[src/hw/rtl/wprs_pkg.sv]
// ----------------------------------------------------------------------------
// wprs_pkg
// Types, codes and the calendar table of the weighted priority ready scheduler.
// ----------------------------------------------------------------------------
package wprs_pkg;

    localparam int TASK_W  = 6;
    localparam int LVL_W   = 2;
    localparam int SLOT_W  = 4;
    localparam int CAL_LEN = 10;

    localparam logic [LVL_W-1:0]  TOP_LEVEL  = 2'd3;
    localparam logic [2:0]        JOIN_BOOST = 3'd2;
    localparam logic [SLOT_W-1:0] SLOT_LAST  = SLOT_W'(CAL_LEN - 1);

    localparam logic CMD_PUSH = 1'b0;
    localparam logic CMD_POP  = 1'b1;

    localparam logic [LVL_W-1:0] LVL_LOW    = 2'd0;
    localparam logic [LVL_W-1:0] LVL_MEDIUM = 2'd1;
    localparam logic [LVL_W-1:0] LVL_HIGH   = 2'd2;
    localparam logic [LVL_W-1:0] LVL_ULTRA  = 2'd3;

    typedef struct packed {
        logic              command;
        logic [TASK_W-1:0] task_id;
        logic [1:0]        base_priority;
        logic              join_waited;
        logic              mutex_held;
    } req_t;

    typedef struct packed {
        logic              task_valid;
        logic [TASK_W-1:0] task_out;
        logic              queue_full;
        logic [LVL_W-1:0]  level_used;
    } rsp_t;

    typedef enum logic [1:0] {
        S_IDLE,
        S_PUSH,
        S_SCAN,
        S_READ
    } state_t;

    // high, ultra, medium, ultra, high, medium, ultra, high, ultra, low
    function automatic logic [LVL_W-1:0] cal_level(input logic [SLOT_W-1:0] slot);
        logic [LVL_W-1:0] lv;
        unique case (slot)
            4'd0:    lv = LVL_HIGH;
            4'd1:    lv = LVL_ULTRA;
            4'd2:    lv = LVL_MEDIUM;
            4'd3:    lv = LVL_ULTRA;
            4'd4:    lv = LVL_HIGH;
            4'd5:    lv = LVL_MEDIUM;
            4'd6:    lv = LVL_ULTRA;
            4'd7:    lv = LVL_HIGH;
            4'd8:    lv = LVL_ULTRA;
            4'd9:    lv = LVL_LOW;
            default: lv = LVL_LOW;
        endcase
        return lv;
    endfunction

    function automatic logic [SLOT_W-1:0] slot_inc(input logic [SLOT_W-1:0] slot);
        return (slot >= SLOT_LAST) ? '0 : slot + SLOT_W'(1);
    endfunction

endpackage

[src/hw/rtl/wprs_qmem.sv]
// ----------------------------------------------------------------------------
// wprs_qmem
// Task id storage of all four queues: one write port, one registered read port.
// ----------------------------------------------------------------------------
module wprs_qmem #(
    parameter int ADDR_W = 6,
    parameter int DATA_W = 6
) (
    input  logic              clk,
    input  logic              we,
    input  logic [ADDR_W-1:0] waddr,
    input  logic [DATA_W-1:0] wdata,
    input  logic              re,
    input  logic [ADDR_W-1:0] raddr,
    output logic [DATA_W-1:0] rdata
);

    logic [DATA_W-1:0] mem [2**ADDR_W];
    logic [DATA_W-1:0] rdata_reg;

    always_ff @(posedge clk)
    begin
        if (we)
        begin
            mem[waddr] <= wdata;
        end
    end

    always_ff @(posedge clk)
    begin
        if (re)
        begin
            rdata_reg <= mem[raddr];
        end
    end

    assign rdata = rdata_reg;

endmodule

[src/hw/rtl/weighted_priority_ready_scheduler_core.sv]
// ----------------------------------------------------------------------------
// weighted_priority_ready_scheduler_core
// Four-level ready-task queue with a ten-slot weighted calendar for pops.
// ----------------------------------------------------------------------------
// Usage:
//   req channel (req_valid/req_ready/req) takes one request at a time: a push
//   of a task id with its priority hints, or a pop. rsp channel
//   (rsp_valid/rsp_ready/rsp) returns exactly one response per request.
//   A push answers from the push state, which resolves the level, checks the
//   fill count and writes the queue memory.
//   A pop checks one calendar slot per cycle (up to ten slots) and, on a hit,
//   answers after the registered memory read; a pop that finds every queue
//   empty answers after its ten slot checks.
//   req_ready is high only while the sequencer is idle, so a new request is
//   taken only after the previous one has answered.
//   All four queues share one memory with one write and one read port.
//   Reset clears heads, counts, calendar slot and the response valid flag;
//   queue memory needs no clearing since an entry is only read after it is
//   written.
//   If rsp_ready is low the response register holds; a finished request can
//   still be accepted, and the next response waits in the sequencer until the
//   register frees up, without changing queue state.
// ----------------------------------------------------------------------------
module weighted_priority_ready_scheduler_core #(
    parameter int QUEUE_DEPTH  = 16,
    parameter int TASK_ID_BITS = 6
) (
    input  logic           clk,
    input  logic           rst_n,
    input  logic           req_valid,
    output logic           req_ready,
    input  wprs_pkg::req_t req,
    output logic           rsp_valid,
    input  logic           rsp_ready,
    output wprs_pkg::rsp_t rsp
);

    import wprs_pkg::*;

    localparam int IDX_W  = $clog2(QUEUE_DEPTH);
    localparam int CNT_W  = $clog2(QUEUE_DEPTH + 1);
    localparam int SUM_W  = CNT_W + 1;
    localparam int ADDR_W = LVL_W + IDX_W;
    localparam int EXT_W  = (TASK_ID_BITS > TASK_W) ? TASK_ID_BITS : TASK_W;

    state_t state_reg, state_next;

    req_t              req_reg;
    logic [SLOT_W-1:0] slot_reg;
    logic [SLOT_W-1:0] scan_slot_reg;
    logic [SLOT_W-1:0] step_reg;
    logic [LVL_W-1:0]  hit_lvl_reg;
    logic [IDX_W-1:0]  head_reg  [4];
    logic [CNT_W-1:0]  count_reg [4];
    rsp_t              rsp_reg;
    logic              rsp_valid_reg;

    logic [2:0]        prio_sum;
    logic [LVL_W-1:0]  push_lvl;
    logic [LVL_W-1:0]  scan_lvl;
    logic [LVL_W-1:0]  sel_lvl;
    logic [IDX_W-1:0]  sel_head;
    logic [CNT_W-1:0]  sel_cnt;
    logic              sel_full;
    logic [SUM_W-1:0]  tail_sum;
    logic [IDX_W-1:0]  tail_idx;
    logic [IDX_W-1:0]  head_inc;
    logic              out_free;
    logic              scan_hit;
    logic              scan_last;

    logic              commit;
    logic              mem_we;
    logic              mem_re;
    logic [ADDR_W-1:0] mem_waddr;
    logic [ADDR_W-1:0] mem_raddr;
    logic [TASK_ID_BITS-1:0] mem_wdata;
    logic [TASK_ID_BITS-1:0] mem_rdata;
    logic [EXT_W-1:0]  rd_ext;
    rsp_t              result;

    // ---- datapath ----
    assign prio_sum = {1'b0, req_reg.base_priority}
                    + (req_reg.join_waited ? JOIN_BOOST : 3'd0)
                    + {2'b00, req_reg.mutex_held};
    assign push_lvl = (prio_sum > {1'b0, TOP_LEVEL}) ? TOP_LEVEL : prio_sum[LVL_W-1:0];
    assign scan_lvl = cal_level(scan_slot_reg);

    always_comb
    begin
        unique case (state_reg)
            S_PUSH:  sel_lvl = push_lvl;
            S_READ:  sel_lvl = hit_lvl_reg;
            default: sel_lvl = scan_lvl;
        endcase
    end

    assign sel_head = head_reg[sel_lvl];
    assign sel_cnt  = count_reg[sel_lvl];
    assign sel_full = (sel_cnt >= CNT_W'(QUEUE_DEPTH));

    assign tail_sum = SUM_W'(sel_head) + SUM_W'(sel_cnt);
    assign tail_idx = (tail_sum >= SUM_W'(QUEUE_DEPTH))
                    ? IDX_W'(tail_sum - SUM_W'(QUEUE_DEPTH))
                    : IDX_W'(tail_sum);
    assign head_inc = (sel_head == IDX_W'(QUEUE_DEPTH - 1)) ? '0 : sel_head + IDX_W'(1);

    assign out_free  = !rsp_valid_reg || rsp_ready;
    assign scan_hit  = (sel_cnt != '0);
    assign scan_last = (step_reg == SLOT_LAST);

    assign mem_waddr = {push_lvl, tail_idx};
    assign mem_raddr = {scan_lvl, sel_head};
    assign mem_wdata = TASK_ID_BITS'(req_reg.task_id);
    assign rd_ext    = EXT_W'(mem_rdata);

    wprs_qmem #(
        .ADDR_W (ADDR_W),
        .DATA_W (TASK_ID_BITS)
    ) u_qmem (
        .clk   (clk),
        .we    (mem_we),
        .waddr (mem_waddr),
        .wdata (mem_wdata),
        .re    (mem_re),
        .raddr (mem_raddr),
        .rdata (mem_rdata)
    );

    // ---- sequencer: next state ----
    always_comb
    begin
        state_next = state_reg;
        unique case (state_reg)
            S_IDLE:
            begin
                if (req_valid)
                begin
                    state_next = (req.command == CMD_POP) ? S_SCAN : S_PUSH;
                end
            end
            S_PUSH:
            begin
                if (out_free)
                begin
                    state_next = S_IDLE;
                end
            end
            S_SCAN:
            begin
                priority if (scan_hit)
                begin
                    state_next = S_READ;
                end
                else if (scan_last && out_free)
                begin
                    state_next = S_IDLE;
                end
            end
            S_READ:
            begin
                if (out_free)
                begin
                    state_next = S_IDLE;
                end
            end
            default: state_next = S_IDLE;
        endcase
    end

    // ---- sequencer: outputs ----
    always_comb
    begin
        req_ready = 1'b0;
        commit    = 1'b0;
        mem_we    = 1'b0;
        mem_re    = 1'b0;
        result    = '0;
        unique case (state_reg)
            S_IDLE:
            begin
                req_ready = 1'b1;
            end
            S_PUSH:
            begin
                commit            = out_free;
                mem_we            = out_free && !sel_full;
                result.queue_full = sel_full;
                result.level_used = push_lvl;
            end
            S_SCAN:
            begin
                mem_re = scan_hit;
                commit = !scan_hit && scan_last && out_free;
            end
            S_READ:
            begin
                commit            = out_free;
                result.task_valid = 1'b1;
                result.task_out   = rd_ext[TASK_W-1:0];
                result.level_used = hit_lvl_reg;
            end
            default: req_ready = 1'b0;
        endcase
    end

    // ---- control state ----
    always_ff @(posedge clk or negedge rst_n)
    begin
        if (!rst_n)
        begin
            state_reg     <= S_IDLE;
            slot_reg      <= '0;
            scan_slot_reg <= '0;
            step_reg      <= '0;
            rsp_valid_reg <= 1'b0;
            for (int i = 0; i < 4; i++)
            begin
                head_reg[i]  <= '0;
                count_reg[i] <= '0;
            end
        end
        else
        begin
            state_reg <= state_next;

            if (state_reg == S_IDLE && req_valid)
            begin
                scan_slot_reg <= slot_reg;
                step_reg      <= '0;
            end
            else if (state_reg == S_SCAN && !scan_hit && !scan_last)
            begin
                scan_slot_reg <= slot_inc(scan_slot_reg);
                step_reg      <= step_reg + SLOT_W'(1);
            end

            if (mem_we)
            begin
                count_reg[push_lvl] <= sel_cnt + CNT_W'(1);
            end

            // pop retires: heads and calendar slot move only here; the popped count drops here too
            if (state_reg == S_READ && commit)
            begin
                head_reg[hit_lvl_reg]  <= head_inc;
                count_reg[hit_lvl_reg] <= sel_cnt - CNT_W'(1);
                slot_reg               <= slot_inc(scan_slot_reg);
            end

            if (commit)
            begin
                rsp_valid_reg <= 1'b1;
            end
            else if (rsp_ready)
            begin
                rsp_valid_reg <= 1'b0;
            end
        end
    end

    // ---- payload registers ----
    always_ff @(posedge clk)
    begin
        if (state_reg == S_IDLE && req_valid)
        begin
            req_reg <= req;
        end
        if (state_reg == S_SCAN && scan_hit)
        begin
            hit_lvl_reg <= scan_lvl;
        end
        if (commit)
        begin
            rsp_reg <= result;
        end
    end

    assign rsp_valid = rsp_valid_reg;
    assign rsp       = rsp_reg;

endmodule
[config.mk]
export PLATFORM = sky130hd
export DESIGN_NAME = weighted_priority_ready_scheduler_core
export DESIGN_NICKNAME = d
export VERILOG_FILES = /design/src/hw/rtl/wprs_pkg.sv /design/src/hw/rtl/wprs_qmem.sv /design/src/hw/rtl/weighted_priority_ready_scheduler_core.sv
export SDC_FILE = /design/constraint.sdc
export NUM_CORES = 1
export LEC_CHECK = 0
export BUFFER_PORTS_ARGS = -buffer_cell sky130_fd_sc_hd__buf_2
export CORE_MARGIN = 3
export CORE_UTILIZATION = 37
export CTS_CLUSTER_DIAMETER = 30
export DETAILED_ROUTE_END_ITERATION = 16
export PLACE_DENSITY_LB_ADDON = 0.2
export SETUP_SLACK_MARGIN = 0.02
export SYNTH_ARGS = -nofsm -noshare
export SYNTH_HDL_FRONTEND = slang
export SYNTH_SLANG_ARGS = --single-unit
[constraint.sdc]
create_clock -name clk -period 4.33 [get_ports clk]
set_input_delay 0 -clock clk [delete_from_list [all_inputs] [get_ports clk]]
set_output_delay 0 -clock clk [all_outputs]
set_load 0.05 [all_outputs]
Word-level counts from Yosys, hierarchy flattened
Memory sizes are Yosys's and may differ from the RTL's. A register that Yosys moved wholly into a read port is not among the register bits.
Index checks and enable logic that the tools add are counted.
Word-level totals
  register bits after elaboration: 73
  RAM bits: 384
  memory bits (read-only): 32
  input bits: 15
  logic and storage cells: 118
  memories: 2
Cells by class
  add/subtract/negate cells: 9
  order comparisons: 9
  eq/ne operators: 8
  multiplexer cells: 43
  bitwise logic cells: 3
  reduce and logical (&&, ||, !) cells: 22
Memory list
  u_qmem.mem: depth 64, bits a word 6, read ports 1, clocked after memory_dff 1, write ports 1, line wprs_qmem.sv:18  | logic [DATA_W-1:0] mem [2**ADDR_W];
  (name not given): depth 16, bits a word 2, read ports 1, clocked after memory_dff 0, write ports 0, line wprs_pkg.sv:49  | unique case (slot)
Operator list (number)
  bitwise mux 20 bit: 2
  two-way mux 20 bit: 2
  two-way mux 4 bit: 10
  demux 5 bit (select 2 bit): 2
  two-way mux 5 bit: 4
  bitwise mux 16 bit: 1
  two-way mux 2 bit: 7
  adder 4 x 1 -> 4 bit (second input constant): 3
  logical AND 1 bit: 11
  binary-select mux 5 bit (select 2 bit): 1
  >= comparator 3 bit (second input constant): 3
  NOT 2 -> 3 bit: 3
  binary-select mux 4 bit (select 2 bit): 1
  demux 4 bit (select 2 bit): 1
  == test 4 bit (second input constant): 2
  one-hot mux 2 bit (2 select lines): 2
  two-way mux 1 bit: 7
  two-way mux 7 bit: 1
  adder 4 x 5 -> 6 bit: 1
  >= comparator 6 x 5 -> 1 bit (second input constant): 1
  less-than comparator 3 x 1 -> 1 bit (second input constant): 2
  one-hot mux 2 bit (3 select lines): 1
  adder 5 x 1 -> 5 bit (second input constant): 1
  >= comparator 5 bit (second input constant): 1
  other kinds (19): 24

Logic depth before layout (Yosys ltp)
  depth after elaboration: 17
  mapped depth: 20
  gate-level depth less buffers: 17

Cells and area by module
Synthesis repeated with hierarchy kept, for this count alone.
Second synthesis, totals
  cells, all modules: 1109
  area, all modules: 19323.5 um^2
By module, submodules not included
  wprs_qmem: instances 1, cells each 720, area an instance 15285.9 um^2, sequential area each 11711.2 um^2
  weighted_priority_ready_scheduler_core: instances 1, cells each 389, area an instance 4037.6 um^2, sequential area each 1936.9 um^2

Worst setup path before layout
Ideal clock, no wire load.
  kind: register -> register
  start: reg req_reg[0] (netlist bit)
  end: mem u_qmem.mem[35][0], enable pin
  data arrival time: 4.028 ns
  data required time: 3.980 ns
  slack: -0.048 ns
  cell stages (with the launch flop): 21
  period minus slack after synthesis: 4.378 ns
  path through: edfxtp_1 > ha_1 > inv_1 > fa_1 > nand3b_1 > nand3_1 > inv_2 > o21ai_2 > nand3_1 > nand2_4 > inv_2 > buf_2 > buf_2 > buf_2 > ha_1 > a21o_1 > a21oi_1 > xnor2_1 > xnor2_1 > nand2_1 > nor2_1
Between the ends
  word-level cells in the longest chain between the ends: 14
  elaborated cells between the ends (all ways): 21
  classes of those cells: 3 x add/sub; 3 x order compare; 12 x mux; 1 x bitwise; 2 x reduce/logical
RTL lines
  start, declared: line weighted_priority_ready_scheduler_core.sv:48  | req_t req_reg;
  start signal, assigned: line weighted_priority_ready_scheduler_core.sv:267  | req_reg <= req;
  adder 3 x 1 -> 3 bit (*): line weighted_priority_ready_scheduler_core.sv:85  | + {2'b00, req_reg.mutex_held};
  > comparator 3 x 2 -> 1 bit: line weighted_priority_ready_scheduler_core.sv:86  | assign push_lvl = (prio_sum > {1'b0, TOP_LEVEL}) ? TOP_LEVEL : prio_sum[LVL_W-1:0];
  two-way mux 2 bit (*): line weighted_priority_ready_scheduler_core.sv:86
  branches (longest 11 deep; another with adder 4 x 5 -> 6 bit)
  end, declared: line wprs_qmem.sv:18
Mark *: on every way between the ends. The select of a mux whose other input is x is not followed.

Worst setup path after layout
  start: reg req_reg[0] (netlist bit)
  end: mem u_qmem.mem[45][2], enable pin
The elaborated chain is that of the path after synthesis.

==> results.cfg <==
[outcome]
outcome = completed

[yosys]
syn_inst = 1556
async_reset_ff_share_pct = 11.0
yosys-top-cells-area = edfxtp_1 63%, dfrtp_1 6.5%, nand2_1 6.5%, nand3_1 3.3%, nor2_1 1.8%
synth_area_sq_um = 19700
synth_area_leader_cell = edfxtp_1
synth_cell_types = 75
synth_edf_count = 412
syn-num-nets = 1587
synth_ff_type = edfxtp_1
avgSynthCellArea_sq_um = 12.6
yosys_warnings = 0
yosysTopAreaCellShare_pct = 62.9
ys_seq_elements = 463
seq_area_frac_synth_pct = 69.4

[placed_design]
dp_hpwl_microns = 34200
io_buffers = 26
gp_congestion = 0.858

[route]
drc = 0
via_count = 13697
drt-total-wl_microns = 56800
post_drt_via_cell_ratio = 5.39
antenna_left = 0
wire_per_inst_microns = 22.3
dr.pass1.iters = 6
first_iter_violations = 1313

[clock_network]
clockRootBuffer = clkbuf_16
tritoncts = yes
clk_latency_ps = 640
clock_path_buffers = 3
numCtsBuffers = 99
cts_sinks = 463
htreeDepth = 3
clk_pin_slew_ps = 50

[critical_path]
rrSetupSlack_ps = 80
arrival_ps = 4600
setup.worst_path.start_class = flip-flop
reg2reg_depth = 20
path_max_fanout = 8
worstPathRequired_ps = 4680
rr_startpoint = req_reg[0]
end_kind = flip-flop
r2r_end = u_qmem.mem[45][2]
critical_path_class = flip-flop to flip-flop

[timing]
hold_viol_final = 0
fmax_mhz = 235
fin_crit_sh_pct = 98.2
grt_setup_unrepaired = yes
holdWs_ps = 43.7
fin_skew_ps = 39.2
worstMarginPinSlew_ps = 1190
setup_viol = 0
tns_ps = 0
maxSlewHeadroom_pct = 19.8
drv_slew = 0
period_needed_ps = 4250

[worst_hold_path]
hp-class = input port to asynchronous set/reset pin

[floorplanning]
io_pins = 27
num_rows = 83
start_util_pct = 37.9
coreArea_sq_um = 51900
die-area_sq_um = 56000
die_h_microns = 237
die_x_microns = 237

[global_route]
grt_pass1_vias = 13687
grt_pass1_wl_microns = 85400
grtUsageTotal_pct = 20.1
antenna_found_initial = 3
grt_max_degree = 98
grt-ovfl-total = 0

[final_layout]
synthToLayoutAreaGrowth_pct = 29.4
num_antenna_cells = 0
drive_gt1_share_pct = 23.4
final_nets = 1811
fin_util_pct = 49.0
largest_reg_flops = 384

[run]
drv_cap = 0
routing by layer:
metal,global-route usage [%],wire length (microns),vias up
met4,7.06,1620,6
met3,5.15,3520,109
li1,-,-,6314
met1,27.7,25300,6794
met5,0,45,-
met2,31.0,26300,474
critical path: stages, from the launching register on:
cell and delay (ps):
edfxtp_1 330, ha_1 150, inv_1 50, fa_2 530, nand3b_1 170, buf_4 190, a31o_2 230, o211a_4 260
nand2_4 90, nand2_4 70, inv_6 110, ha_1 240, a21o_1 180, a21oi_2 170, xnor2_2 90, buf_6 140
xnor2_2 180, buf_4 140, nand2_2 180, nor2_1 260, buf_4 180
placed cells by master, fill, tap and decap left out, types with 7 or more instances in the layout:
master,n
a211oi_1,31
a21oi_1,35
a311oi_1,9
a31oi_1,32
a32oi_1,19
and2_1,9
and3_1,40
buf_12,10
buf_2,26
buf_4,146
bufinv_16,14
clkbuf_1,11
clkbuf_16,101
clkinv_1,15
clkinv_2,19
clkinv_4,7
clkinvlp_4,10
dfrtp_1,51
dlygate4sd3_1,16
edfxtp_1,412
ha_1,13
inv_1,21
mux2i_1,34
nand2_1,331
nand3_1,126
nand4_1,16
nor2_1,72
nor2_2,17
nor2_4,9
nor3_1,14
o211ai_1,16
o21ai_0,41
Yosys cell counts (5+ instances only):
| library cell | count |
|---|---|
| a211oi_1 | 32 |
| a21oi_1 | 36 |
| a311oi_1 | 10 |
| a31o_2 | 6 |
| a31oi_1 | 32 |
| a32oi_1 | 19 |
| and2_1 | 9 |
| and3_1 | 40 |
| buf_1 | 7 |
| buf_2 | 39 |
| clkbuf_1 | 31 |
| dfrtp_1 | 51 |
| edfxtp_1 | 412 |
| ha_1 | 14 |
| inv_1 | 23 |
| mux2_2 | 6 |
| mux2i_1 | 34 |
| mux4_2 | 5 |
| nand2_1 | 338 |
| nand3_1 | 128 |
| nand4_1 | 16 |
| nor2_1 | 93 |
| nor3_1 | 14 |
| o211ai_1 | 16 |
| o21ai_0 | 41 |
| o22ai_1 | 5 |
| o32ai_1 | 6 |
| xnor2_1 | 8 |
repair_timing:
| action | in CTS | in global routing |
|---|---|---|
| endpoints found under the hold margin | 70 | 0 |
| gates cloned | 0 | 1 |
| resized for setup | 5 | 53 |
| pin swaps | 0 | 8 |
| setup endpoints to repair | 217 | 390 |
| buffers inserted | 0 | 22 |
| hold buffers | 16 | 0 |
final cells by class:
class                      count  area [sq um]
timing repair buffer         205          1680
clock inverter                72           832
clock buffer                 112          2570
tap                          680           851
fill                        4576         26500
inverter                      28           113
sequential                   463         13600
multi-input combinational    983          5750
through the flow:
step           setup WS, ps  cell area, sq um  std cells
5_1_grt               -64.4             25400       2543
2_1_floorplan         -48.4             19700       1556
3_5_place_dp           -178             21500       2320
6_report               78.7             25400       2543
4_1_cts               -44.6             25100       2520
3_3_place_gp          -98.7             21500       2320
logic make-up (layout without fill, tap and decap cells):
family | Yosys count | after routing | synth area share [%]
AND/OR/NAND/NOR | 665 | 665 | 15.0
AO/OA/AOI/OAI | 245 | 246 | 8.83
XOR/XNOR | 11 | 11 | 0.490
buffers and inverters | 111 | 417 | 2.52
flip-flops | 463 | 463 | 69.4
adder cells (fa/ha/maj) | 16 | 16 | 1.09
multiplexers | 45 | 45 | 2.65
how the worst max path moves through the flow:
stage,to,slack (ps),depth (start not counted),from
3_3_place_gp,u_qmem.mem[17][1],-100,15,scan_slot_reg[0]
6_report,u_qmem.mem[45][2],80,20,req_reg[0]
2_1_floorplan,u_qmem.mem[35][0],-50,20,req_reg[0]
5_1_grt,u_qmem.mem[28][4],-60,22,req_reg[0]
3_5_place_dp,u_qmem.mem[17][5],-180,15,scan_slot_reg[0]
4_1_cts,u_qmem.mem[47][0],-40,16,scan_slot_reg[0]
Power is left out: the tool's default activity adds up to more than one toggle a clock period on the data nets, which glitch-free logic cannot reach.
